File: config.mk
export PLATFORM = sky130hd
export DESIGN_NAME = ubx_frame_parser
export DESIGN_NICKNAME = d
export VERILOG_FILES = /design/src/hdl/ubxp_pkg.sv /design/src/hdl/ubx_frame_parser.sv /design/src/hdl/ubxp_front.sv /design/src/hdl/ubxp_queue.sv /design/src/hdl/ubxp_back.sv
export SDC_FILE = /design/constraint.sdc
export NUM_CORES = 1
export LEC_CHECK = 0
export BUFFER_PORTS_ARGS = -buffer_cell sky130_fd_sc_hd__buf_2
export CORE_MARGIN = 5
export CORE_UTILIZATION = 33
export CTS_CLUSTER_SIZE = 14
export DETAILED_ROUTE_END_ITERATION = 8
export GPL_ROUTABILITY_DRIVEN = 0
export HOLD_SLACK_MARGIN = 0.1
export PLACE_DENSITY = 0.5
export SKIP_CTS_REPAIR_TIMING = 1
export SLEW_MARGIN = 20
export SYNTH_ARGS = -nofsm -noshare
export SYNTH_HDL_FRONTEND = slang
export SYNTH_SLANG_ARGS = --single-unit
File: constraint.sdc
create_clock -name clk -period 5.5 [get_ports clk]
set_input_delay 0.275 -clock clk [delete_from_list [all_inputs] [get_ports clk]]
set_output_delay 0.275 -clock clk [all_outputs]
set_load 0.01 [all_outputs]
File: src/hdl/ubxp_pkg.sv
`default_nettype none

package ubxp_pkg;

  localparam logic [7:0]  SYNC_CHAR_1     = 8'hB5;
  localparam logic [7:0]  SYNC_CHAR_2     = 8'h62;
  localparam logic [7:0]  CLASS_NAV       = 8'h01;
  localparam logic [7:0]  ID_NAV_PVT      = 8'h07;
  localparam logic [15:0] LEN_NAV_PVT     = 16'd92;
  localparam logic [7:0]  CLASS_ACK       = 8'h05;
  localparam logic [7:0]  ID_ACK_ACK      = 8'h01;
  localparam logic [7:0]  ID_ACK_NAK      = 8'h00;
  localparam logic [15:0] MAX_LEN_RESET   = 16'd512;

  // result queue between parser and output stage
  localparam int unsigned QUEUE_DEPTH = 4;
  localparam int unsigned QUEUE_AW    = $clog2(QUEUE_DEPTH);
  localparam int unsigned QUEUE_CW    = $clog2(QUEUE_DEPTH + 1);

  typedef enum logic [3:0] {
    PH_IDLE,
    PH_SYNC1,
    PH_SYNC2,
    PH_CLASS,
    PH_ID,
    PH_LENL,
    PH_PAYLOAD,
    PH_CHKA,
    PH_CHKB
  } phase_t;

  typedef enum logic {
    KIND_PAYLOAD = 1'b0,
    KIND_END     = 1'b1
  } out_kind_t;

  typedef enum logic [1:0] {
    ST_OK       = 2'd0,
    ST_CHKA_BAD = 2'd1,
    ST_CHKB_BAD = 2'd2,
    ST_TOO_LONG = 2'd3
  } status_t;

  typedef enum logic [1:0] {
    MK_OTHER   = 2'd0,
    MK_NAV_PVT = 2'd1,
    MK_ACK     = 2'd2,
    MK_NACK    = 2'd3
  } msg_kind_t;

  // one parsed result word, before message classification
  typedef struct packed {
    out_kind_t   kind;
    logic [7:0]  data;
    logic [15:0] idx;
    logic [7:0]  cls;
    logic [7:0]  id;
    logic [15:0] len;
    status_t     status;
  } rec_t;

  typedef struct packed {
    logic                full;
    logic                empty;
    logic [QUEUE_CW-1:0] count;
  } queue_stat_t;

endpackage

`default_nettype wire

File: src/hdl/ubx_frame_parser.sv
// UBX frame parser: one received byte per in_ word, one byte per clock while the
// result queue is not full. The parser walks sync, class, id, length, payload and
// the two Fletcher-8 check bytes and pushes any result into a 4-word queue; an
// output register drains that queue. in_tready falls only while the queue is full
// (output side stalled), so throughput is limited by the output consumer alone.
// Every payload byte yields a payload word (out_tuser 0); frame end, a bad check
// byte or an over-length header yields a frame-end word (out_tuser 1).
// max_payload_len is written via cfg_ and resets to 512; write it only while no
// frame is in flight.
`default_nettype none

module ubx_frame_parser (
  input  wire logic        clk,
  input  wire logic        rst_n,
  input  wire logic        in_tvalid,
  output logic             in_tready,
  input  wire logic [7:0]  in_tdata,   // [7:0] rx_byte
  output logic             out_tvalid,
  input  wire logic        out_tready,
  // [7:0] data_byte, [23:8] byte_index, [31:24] frame_class, [39:32] frame_id,
  // [55:40] frame_length, [57:56] frame_status, [59:58] message_kind, [63:60] zero
  output logic [63:0]      out_tdata,
  output logic             out_tuser,  // [0] out_kind
  input  wire logic        cfg_valid,
  output logic             cfg_ready,
  input  wire logic [15:0] cfg_data    // max_payload_len
);

  ubxp_pkg::rec_t        push_rec;
  ubxp_pkg::rec_t        head_rec;
  ubxp_pkg::queue_stat_t q_stat;
  logic                  push;
  logic                  pop;
  logic                  in_accept;

  assign in_tready = !q_stat.full;
  assign in_accept = in_tvalid && in_tready;
  assign cfg_ready = 1'b1;

  ubxp_front u_front (
    .clk      (clk),
    .rst_n    (rst_n),
    .accept   (in_accept),
    .rx_byte  (in_tdata),
    .cfg_we   (cfg_valid && cfg_ready),
    .cfg_data (cfg_data),
    .rec      (push_rec),
    .push     (push)
  );

  ubxp_queue u_queue (
    .clk    (clk),
    .rst_n  (rst_n),
    .push   (push),
    .wr_rec (push_rec),
    .pop    (pop),
    .rd_rec (head_rec),
    .stat   (q_stat)
  );

  ubxp_back u_back (
    .clk        (clk),
    .rst_n      (rst_n),
    .rec        (head_rec),
    .rec_avail  (!q_stat.empty),
    .pop        (pop),
    .out_tvalid (out_tvalid),
    .out_tready (out_tready),
    .out_tdata  (out_tdata),
    .out_tuser  (out_tuser)
  );

`ifndef SYNTH
  a_queue_bound: assert property (@(posedge clk) disable iff (!rst_n)
    q_stat.count <= ubxp_pkg::QUEUE_CW'(ubxp_pkg::QUEUE_DEPTH))
    else $error("result queue overfilled");

  a_queue_count: assert property (@(posedge clk) disable iff (!rst_n)
    (push && !pop && !q_stat.full) |=> (q_stat.count == $past(q_stat.count) + 1'b1))
    else $error("queue count lost a word");

  a_payload_fields: assert property (@(posedge clk) disable iff (!rst_n)
    (out_tvalid && !out_tuser) |-> (out_tdata[59:56] == 4'd0))
    else $error("payload word carries status or message kind");

  a_payload_index: assert property (@(posedge clk) disable iff (!rst_n)
    (out_tvalid && !out_tuser) |-> (out_tdata[23:8] < out_tdata[55:40]))
    else $error("payload index beyond frame length");
`endif

endmodule

`default_nettype wire

File: src/hdl/ubxp_front.sv
`default_nettype none

module ubxp_front (
  input  wire logic          clk,
  input  wire logic          rst_n,
  input  wire logic          accept,
  input  wire logic [7:0]    rx_byte,
  input  wire logic          cfg_we,
  input  wire logic [15:0]   cfg_data,
  output ubxp_pkg::rec_t     rec,
  output logic               push
);

  ubxp_pkg::phase_t phase_r, phase_nxt;
  logic [7:0]  sum_a_r, sum_a_nxt;
  logic [7:0]  sum_b_r, sum_b_nxt;
  logic [7:0]  cls_r, cls_nxt;
  logic [7:0]  id_r, id_nxt;
  logic [15:0] len_r, len_nxt;
  logic [15:0] cnt_r, cnt_nxt;
  logic [15:0] max_len_r, max_len_nxt;

  logic [7:0]  add_a;
  logic [7:0]  add_b;
  logic [15:0] len_full;
  logic [16:0] cnt_inc;
  logic        too_long;

  assign add_a    = sum_a_r + rx_byte;
  assign add_b    = sum_b_r + add_a;
  assign len_full = {rx_byte, len_r[7:0]};
  assign cnt_inc  = {1'b0, cnt_r} + 17'd1;
  assign too_long = len_full > max_len_r;

  // next state
  always_comb begin
    phase_nxt   = phase_r;
    sum_a_nxt   = sum_a_r;
    sum_b_nxt   = sum_b_r;
    cls_nxt     = cls_r;
    id_nxt      = id_r;
    len_nxt     = len_r;
    cnt_nxt     = cnt_r;
    max_len_nxt = cfg_we ? cfg_data : max_len_r;
    if (accept) begin
      case (phase_r)
        ubxp_pkg::PH_SYNC1: begin
          if (rx_byte == ubxp_pkg::SYNC_CHAR_2) begin
            phase_nxt = ubxp_pkg::PH_SYNC2;
            sum_a_nxt = 8'd0;
            sum_b_nxt = 8'd0;
          end else begin
            phase_nxt = ubxp_pkg::PH_IDLE;
          end
        end
        ubxp_pkg::PH_SYNC2: begin
          cls_nxt   = rx_byte;
          sum_a_nxt = add_a;
          sum_b_nxt = add_b;
          phase_nxt = ubxp_pkg::PH_CLASS;
        end
        ubxp_pkg::PH_CLASS: begin
          id_nxt    = rx_byte;
          sum_a_nxt = add_a;
          sum_b_nxt = add_b;
          phase_nxt = ubxp_pkg::PH_ID;
        end
        ubxp_pkg::PH_ID: begin
          len_nxt   = {8'd0, rx_byte};
          sum_a_nxt = add_a;
          sum_b_nxt = add_b;
          phase_nxt = ubxp_pkg::PH_LENL;
        end
        ubxp_pkg::PH_LENL: begin
          len_nxt   = len_full;
          sum_a_nxt = add_a;
          sum_b_nxt = add_b;
          cnt_nxt   = 16'd0;
          if (too_long) begin
            phase_nxt = ubxp_pkg::PH_IDLE;
          end else if (len_full == 16'd0) begin
            phase_nxt = ubxp_pkg::PH_CHKA;
          end else begin
            phase_nxt = ubxp_pkg::PH_PAYLOAD;
          end
        end
        ubxp_pkg::PH_PAYLOAD: begin
          sum_a_nxt = add_a;
          sum_b_nxt = add_b;
          cnt_nxt   = cnt_inc[15:0];
          if (cnt_inc >= {1'b0, len_r}) begin
            phase_nxt = ubxp_pkg::PH_CHKA;
          end
        end
        ubxp_pkg::PH_CHKA: begin
          phase_nxt = (rx_byte == sum_a_r) ? ubxp_pkg::PH_CHKB : ubxp_pkg::PH_IDLE;
        end
        ubxp_pkg::PH_CHKB: begin
          phase_nxt = ubxp_pkg::PH_IDLE;
        end
        default: begin
          phase_nxt = (rx_byte == ubxp_pkg::SYNC_CHAR_1) ? ubxp_pkg::PH_SYNC1
                                                         : ubxp_pkg::PH_IDLE;
        end
      endcase
    end
  end

  // result word for the queue
  always_comb begin
    push       = 1'b0;
    rec.kind   = ubxp_pkg::KIND_PAYLOAD;
    rec.data   = rx_byte;
    rec.idx    = cnt_r;
    rec.cls    = cls_r;
    rec.id     = id_r;
    rec.len    = len_r;
    rec.status = ubxp_pkg::ST_OK;
    if (accept) begin
      case (phase_r)
        ubxp_pkg::PH_LENL: begin
          rec.len = len_full;
          if (too_long) begin
            push       = 1'b1;
            rec.kind   = ubxp_pkg::KIND_END;
            rec.data   = 8'd0;
            rec.idx    = 16'd0;
            rec.status = ubxp_pkg::ST_TOO_LONG;
          end
        end
        ubxp_pkg::PH_PAYLOAD: begin
          push = 1'b1;
        end
        ubxp_pkg::PH_CHKA: begin
          if (rx_byte != sum_a_r) begin
            push       = 1'b1;
            rec.kind   = ubxp_pkg::KIND_END;
            rec.data   = 8'd0;
            rec.idx    = 16'd0;
            rec.status = ubxp_pkg::ST_CHKA_BAD;
          end
        end
        ubxp_pkg::PH_CHKB: begin
          push       = 1'b1;
          rec.kind   = ubxp_pkg::KIND_END;
          rec.data   = 8'd0;
          rec.idx    = 16'd0;
          rec.status = (rx_byte == sum_b_r) ? ubxp_pkg::ST_OK : ubxp_pkg::ST_CHKB_BAD;
        end
        default: begin
          push = 1'b0;
        end
      endcase
    end
  end

  always_ff @(posedge clk) begin
    if (!rst_n) begin
      phase_r   <= ubxp_pkg::PH_IDLE;
      sum_a_r   <= 8'd0;
      sum_b_r   <= 8'd0;
      cls_r     <= 8'd0;
      id_r      <= 8'd0;
      len_r     <= 16'd0;
      cnt_r     <= 16'd0;
      max_len_r <= ubxp_pkg::MAX_LEN_RESET;
    end else begin
      phase_r   <= phase_nxt;
      sum_a_r   <= sum_a_nxt;
      sum_b_r   <= sum_b_nxt;
      cls_r     <= cls_nxt;
      id_r      <= id_nxt;
      len_r     <= len_nxt;
      cnt_r     <= cnt_nxt;
      max_len_r <= max_len_nxt;
    end
  end

endmodule

`default_nettype wire

File: src/hdl/ubxp_queue.sv
`default_nettype none

module ubxp_queue (
  input  wire logic                clk,
  input  wire logic                rst_n,
  input  wire logic                push,
  input  wire ubxp_pkg::rec_t      wr_rec,
  input  wire logic                pop,
  output ubxp_pkg::rec_t           rd_rec,
  output ubxp_pkg::queue_stat_t    stat
);

  ubxp_pkg::rec_t slot_r [ubxp_pkg::QUEUE_DEPTH];

  logic [ubxp_pkg::QUEUE_AW-1:0] wr_ptr_r, wr_ptr_nxt;
  logic [ubxp_pkg::QUEUE_AW-1:0] rd_ptr_r, rd_ptr_nxt;
  logic [ubxp_pkg::QUEUE_CW-1:0] count_r, count_nxt;

  logic do_push;
  logic do_pop;

  assign stat.count = count_r;
  assign stat.empty = (count_r == '0);
  assign stat.full  = (count_r == ubxp_pkg::QUEUE_CW'(ubxp_pkg::QUEUE_DEPTH));

  assign do_push = push && !stat.full;
  assign do_pop  = pop && !stat.empty;
  assign rd_rec  = slot_r[rd_ptr_r];

  always_comb begin
    wr_ptr_nxt = do_push ? wr_ptr_r + 1'b1 : wr_ptr_r;
    rd_ptr_nxt = do_pop ? rd_ptr_r + 1'b1 : rd_ptr_r;
    count_nxt  = count_r;
    if (do_push && !do_pop) begin
      count_nxt = count_r + 1'b1;
    end else if (do_pop && !do_push) begin
      count_nxt = count_r - 1'b1;
    end
  end

  always_ff @(posedge clk) begin
    if (do_push) begin
      slot_r[wr_ptr_r] <= wr_rec;
    end
  end

  always_ff @(posedge clk) begin
    if (!rst_n) begin
      wr_ptr_r <= '0;
      rd_ptr_r <= '0;
      count_r  <= '0;
    end else begin
      wr_ptr_r <= wr_ptr_nxt;
      rd_ptr_r <= rd_ptr_nxt;
      count_r  <= count_nxt;
    end
  end

endmodule

`default_nettype wire

File: src/hdl/ubxp_back.sv
`default_nettype none

module ubxp_back (
  input  wire logic            clk,
  input  wire logic            rst_n,
  input  wire ubxp_pkg::rec_t  rec,
  input  wire logic            rec_avail,
  output logic                 pop,
  output logic                 out_tvalid,
  input  wire logic            out_tready,
  output logic [63:0]          out_tdata,
  output logic                 out_tuser
);

  logic        valid_r, valid_nxt;
  logic [63:0] data_r, data_nxt;
  logic        user_r, user_nxt;

  ubxp_pkg::msg_kind_t mkind;

  always_comb begin
    mkind = ubxp_pkg::MK_OTHER;
    if (rec.kind == ubxp_pkg::KIND_END) begin
      if (rec.cls == ubxp_pkg::CLASS_NAV && rec.id == ubxp_pkg::ID_NAV_PVT &&
          rec.len == ubxp_pkg::LEN_NAV_PVT) begin
        mkind = ubxp_pkg::MK_NAV_PVT;
      end else if (rec.cls == ubxp_pkg::CLASS_ACK && rec.id == ubxp_pkg::ID_ACK_ACK) begin
        mkind = ubxp_pkg::MK_ACK;
      end else if (rec.cls == ubxp_pkg::CLASS_ACK && rec.id == ubxp_pkg::ID_ACK_NAK) begin
        mkind = ubxp_pkg::MK_NACK;
      end
    end
  end

  // load a new word whenever the output register is free or being drained
  assign pop = rec_avail && (!valid_r || out_tready);

  always_comb begin
    valid_nxt = valid_r;
    data_nxt  = data_r;
    user_nxt  = user_r;
    if (pop) begin
      valid_nxt = 1'b1;
      data_nxt  = {4'd0, mkind, rec.status, rec.len, rec.id, rec.cls, rec.idx, rec.data};
      user_nxt  = rec.kind;
    end else if (out_tready) begin
      valid_nxt = 1'b0;
    end
  end

  always_ff @(posedge clk) begin
    if (!rst_n) begin
      valid_r <= 1'b0;
    end else begin
      valid_r <= valid_nxt;
    end
  end

  always_ff @(posedge clk) begin
    data_r <= data_nxt;
    user_r <= user_nxt;
  end

  assign out_tvalid = valid_r;
  assign out_tdata  = data_r;
  assign out_tuser  = user_r;

endmodule

`default_nettype wire
==> flow_metrics.env <==
export IMPL_clk_root_buffer_cell="clkbuf_16"
export IMPL_cts_buffers=42
export IMPL_path_clk_slew_ns=0.06
export IMPL_max_slew_worst_pin_slew_ns=1.06
export IMPL_start_util_pct=33.3
export IMPL_synthCells=1119
export IMPL_syn_area_um2=16200
export IMPL_p_leak_nw=6.76
export IMPL_synth_seq_area_share_pct=66.5
export IMPL_drt_iter0_markers=568
export IMPL_firstDrtPassIters=4
export IMPL_filler_cell_count=4627
export IMPL_drc=0
export IMPL_core_area_um2=48700
export IMPL_synth_top_cell_by_area="edfxtp_1"
export IMPL_layout_min_cycle_time_ns=3.67
export IMPL_die_h_um=232
export IMPL_required_ns=5.98
export IMPL_drive_above_1_share_pct=18.8
export IMPL_syn_area_per_cell_um2=14.5
export IMPL_yosysTopAreaCellShare_pct=55.0
export IMPL_via_count=9289
export IMPL_slew_viol_final=0
export IMPL_cts_path_max_buffers=3
export IMPL_finClkSkew_ns=0.0143
export IMPL_via_per_inst=4.81
export IMPL_cts_max_level=2
export IMPL_rows=81
export IMPL_r2r_setup_slack_ns=1.83
export IMPL_setup_slack_ns=1.83
export IMPL_setup_tns_ns=0
export IMPL_async_reset_ff_share_pct=0
export IMPL_hold_class="input pin to flop"
export IMPL_cts_tree="built"
export IMPL_status="finished, final reports clean"
export IMPL_vdd_drop_max_uv=211
export IMPL_antenna_left=0
export IMPL_dp_hpwl_um=24400
export IMPL_fmax_mhz=273
export IMPL_io_buffers=91
export IMPL_cap_violations=0
export IMPL_crit_arrival_ns=4.15
export IMPL_antenna_found_initial=1
export IMPL_io_pins=97
export IMPL_p_per_area_nw_per_um2=397
export IMPL_synth_warnings=0
export IMPL_grt_ovfl_total=0
export IMPL_crit_fanout=7
export IMPL_slew_headroom_pct=29.3
export IMPL_finalCritPeriodShare_pct=66.7
export IMPL_wl_per_cell_um=19.2
export IMPL_die_w_um=232
export IMPL_dieArea_um2=53700
export IMPL_antennaDiodeCount=0
export IMPL_rsz0062_at_grt="no"
export IMPL_clk_insertion_delay_late_ns=0.55
export IMPL_yosysMostFrequentCell="edfxtp_1"
export IMPL_cts_sinks=391
export IMPL_ys_flop_type="edfxtp_1"
export IMPL_area_delta_synth_final_pct=16.7
export IMPL_critPathCaptureType="flop"
export IMPL_ys_seq_elements=391
export IMPL_synth_edff_count=297
export IMPL_dp_slack_ns=1.85
export IMPL_place_area_um2=17500
export IMPL_final_area_um2=18900
export IMPL_hold_viol=0
export IMPL_synth_cell_type_count=62
export IMPL_fin_nets=1319
export IMPL_synth_common_cells="297 x edfxtp_1, 101 x nor2_1, 94 x dfxtp_1"
export IMPL_setup_viol=0
export IMPL_grt_max_degree=65
export IMPL_grt_pass1_wl_um=57600
export IMPL_grt_pass1_vias=9501
export IMPL_synth_area_top_cells="edfxtp_1 55%, dfxtp_1 12%, mux4_2 8.2%"
export IMPL_critPathKind="flop to flop"
export IMPL_start_kind="flop"
export IMPL_grt_util_all_layers_pct=13.8
export IMPL_routed_wl_um=37200
## metrics by stage
| step | hold WS (ns) | power (mW) | util, % | cells |
|---|---|---|---|---|
| 2_1_floorplan | 0.374 | 4.50 | - | 1122 |
| 3_3_place_gp | 0.443 | 4.96 | 35.8 | 1836 |
| 3_5_place_dp | 0.447 | 4.96 | 35.8 | 1836 |
| 4_1_cts | -0.0954 | 7.67 | 38.5 | 1913 |
| 5_1_grt | 0.137 | 7.91 | 38.9 | 1932 |
| 6_report | 0.129 | 7.52 | 38.9 | 1932 |
## final timing paths
| check | cells after the start | end | start |
|---|---|---|---|
| worst max-delay path | 13 | u_front.phase_r[3] | u_front.cnt_r[0] |
| worst min-delay path | 3 | u_front.len_r[0] | in_tdata[0] |
| worst max register to register | 13 | u_front.phase_r[3] | u_front.cnt_r[0] |
| worst min register to register | 2 | u_front.len_r[14] | u_front.len_r[14] |
## metal layers
| metal | global-route usage, % | up-vias | part of all wire, % |
|---|---|---|---|
| met2 | 22.2 | 195 | 47 |
| li1 | - | 4437 | - |
| met1 | 19.1 | 4603 | 46 |
| met3 | 2.64 | 54 | 4.5 |
| met4 | 4.43 | 0 | 2.4 |
| met5 | 0 | - | 0 |
## logic make-up after synthesis
group | synth area share, %
AO/OA/AOI/OAI | 5.22
XOR/XNOR | 1.94
multiplexers | 10.2
other | 0.0463
AND/OR/NAND/NOR | 9.04
flip-flops | 66.5
buffers and inverters | 2.66
adder cells (fa/ha/maj) | 4.38
## worst max-delay path: stages, from the launching register on
cell	delay (ns)
dfxtp_1	0.41
ha_1	0.26
nand3_1	0.21
nor2_2	0.32
and4_1	0.26
xor2_1	0.09
ha_1	0.30
a21oi_1	0.07
o21ai_1	0.19
o22ai_1	0.11
a2111oi_1	0.48
nor2_1	0.23
or4b_1	0.54
a21oi_1	0.14
## layout by cell type (no fill, tap or decap), types with 9 or more instances in the layout
cell type      Yosys  final
dfxtp_1           94     92
buf_2             12     91
and2_1            30     26
xnor2_1           24     24
nor2_1           101    100
ha_1              52     52
mux2i_1           32     32
a21oi_1           55     54
inv_1             47     46
nand4_1           16     16
buf_4              6     11
nor3_1            20     20
mux4_2            59     59
clkbuf_1          32     11
edfxtp_1         297    297
nand2_1           66     66
dlygate4sd3_1      0     19
o21ai_0           23     23
xor2_1            12     12
nand3_1           21     21
clkbuf_16          0     43
a22oi_1            9      9
## registers in the layout, summed over array words and instances, names as in the netlist, 8 cells and up, named ones only
register,cells
u_back.out_tdata,60
u_front.cls_r,8
u_front.cnt_r,16
u_front.id_r,8
u_front.len_r,16
u_front.max_len_r,16
u_front.sum_a_r,8
u_front.sum_b_r,8
u_queue.slot_r,236
## power by group
part	internal [mW]	switching [mW]	total, mW
logic	0.521	0.682	1.20
registers	3.53	0.124	3.66
clock network	1.53	1.13	2.66
total	5.58	1.93	7.52
## cell type report
cell class | count | area, µm² | share of cell area (%)
sequential | 391 | 10800 | 57.0
clock inverter | 16 | 83.8 | 0.442
inverter | 47 | 176 | 0.931
timing repair buffer | 125 | 808 | 4.27
clock buffer | 61 | 1210 | 6.41
multi-input combinational | 628 | 5030 | 26.5
tap | 664 | 831 | 4.39
(Power assumes the default switching activity.)
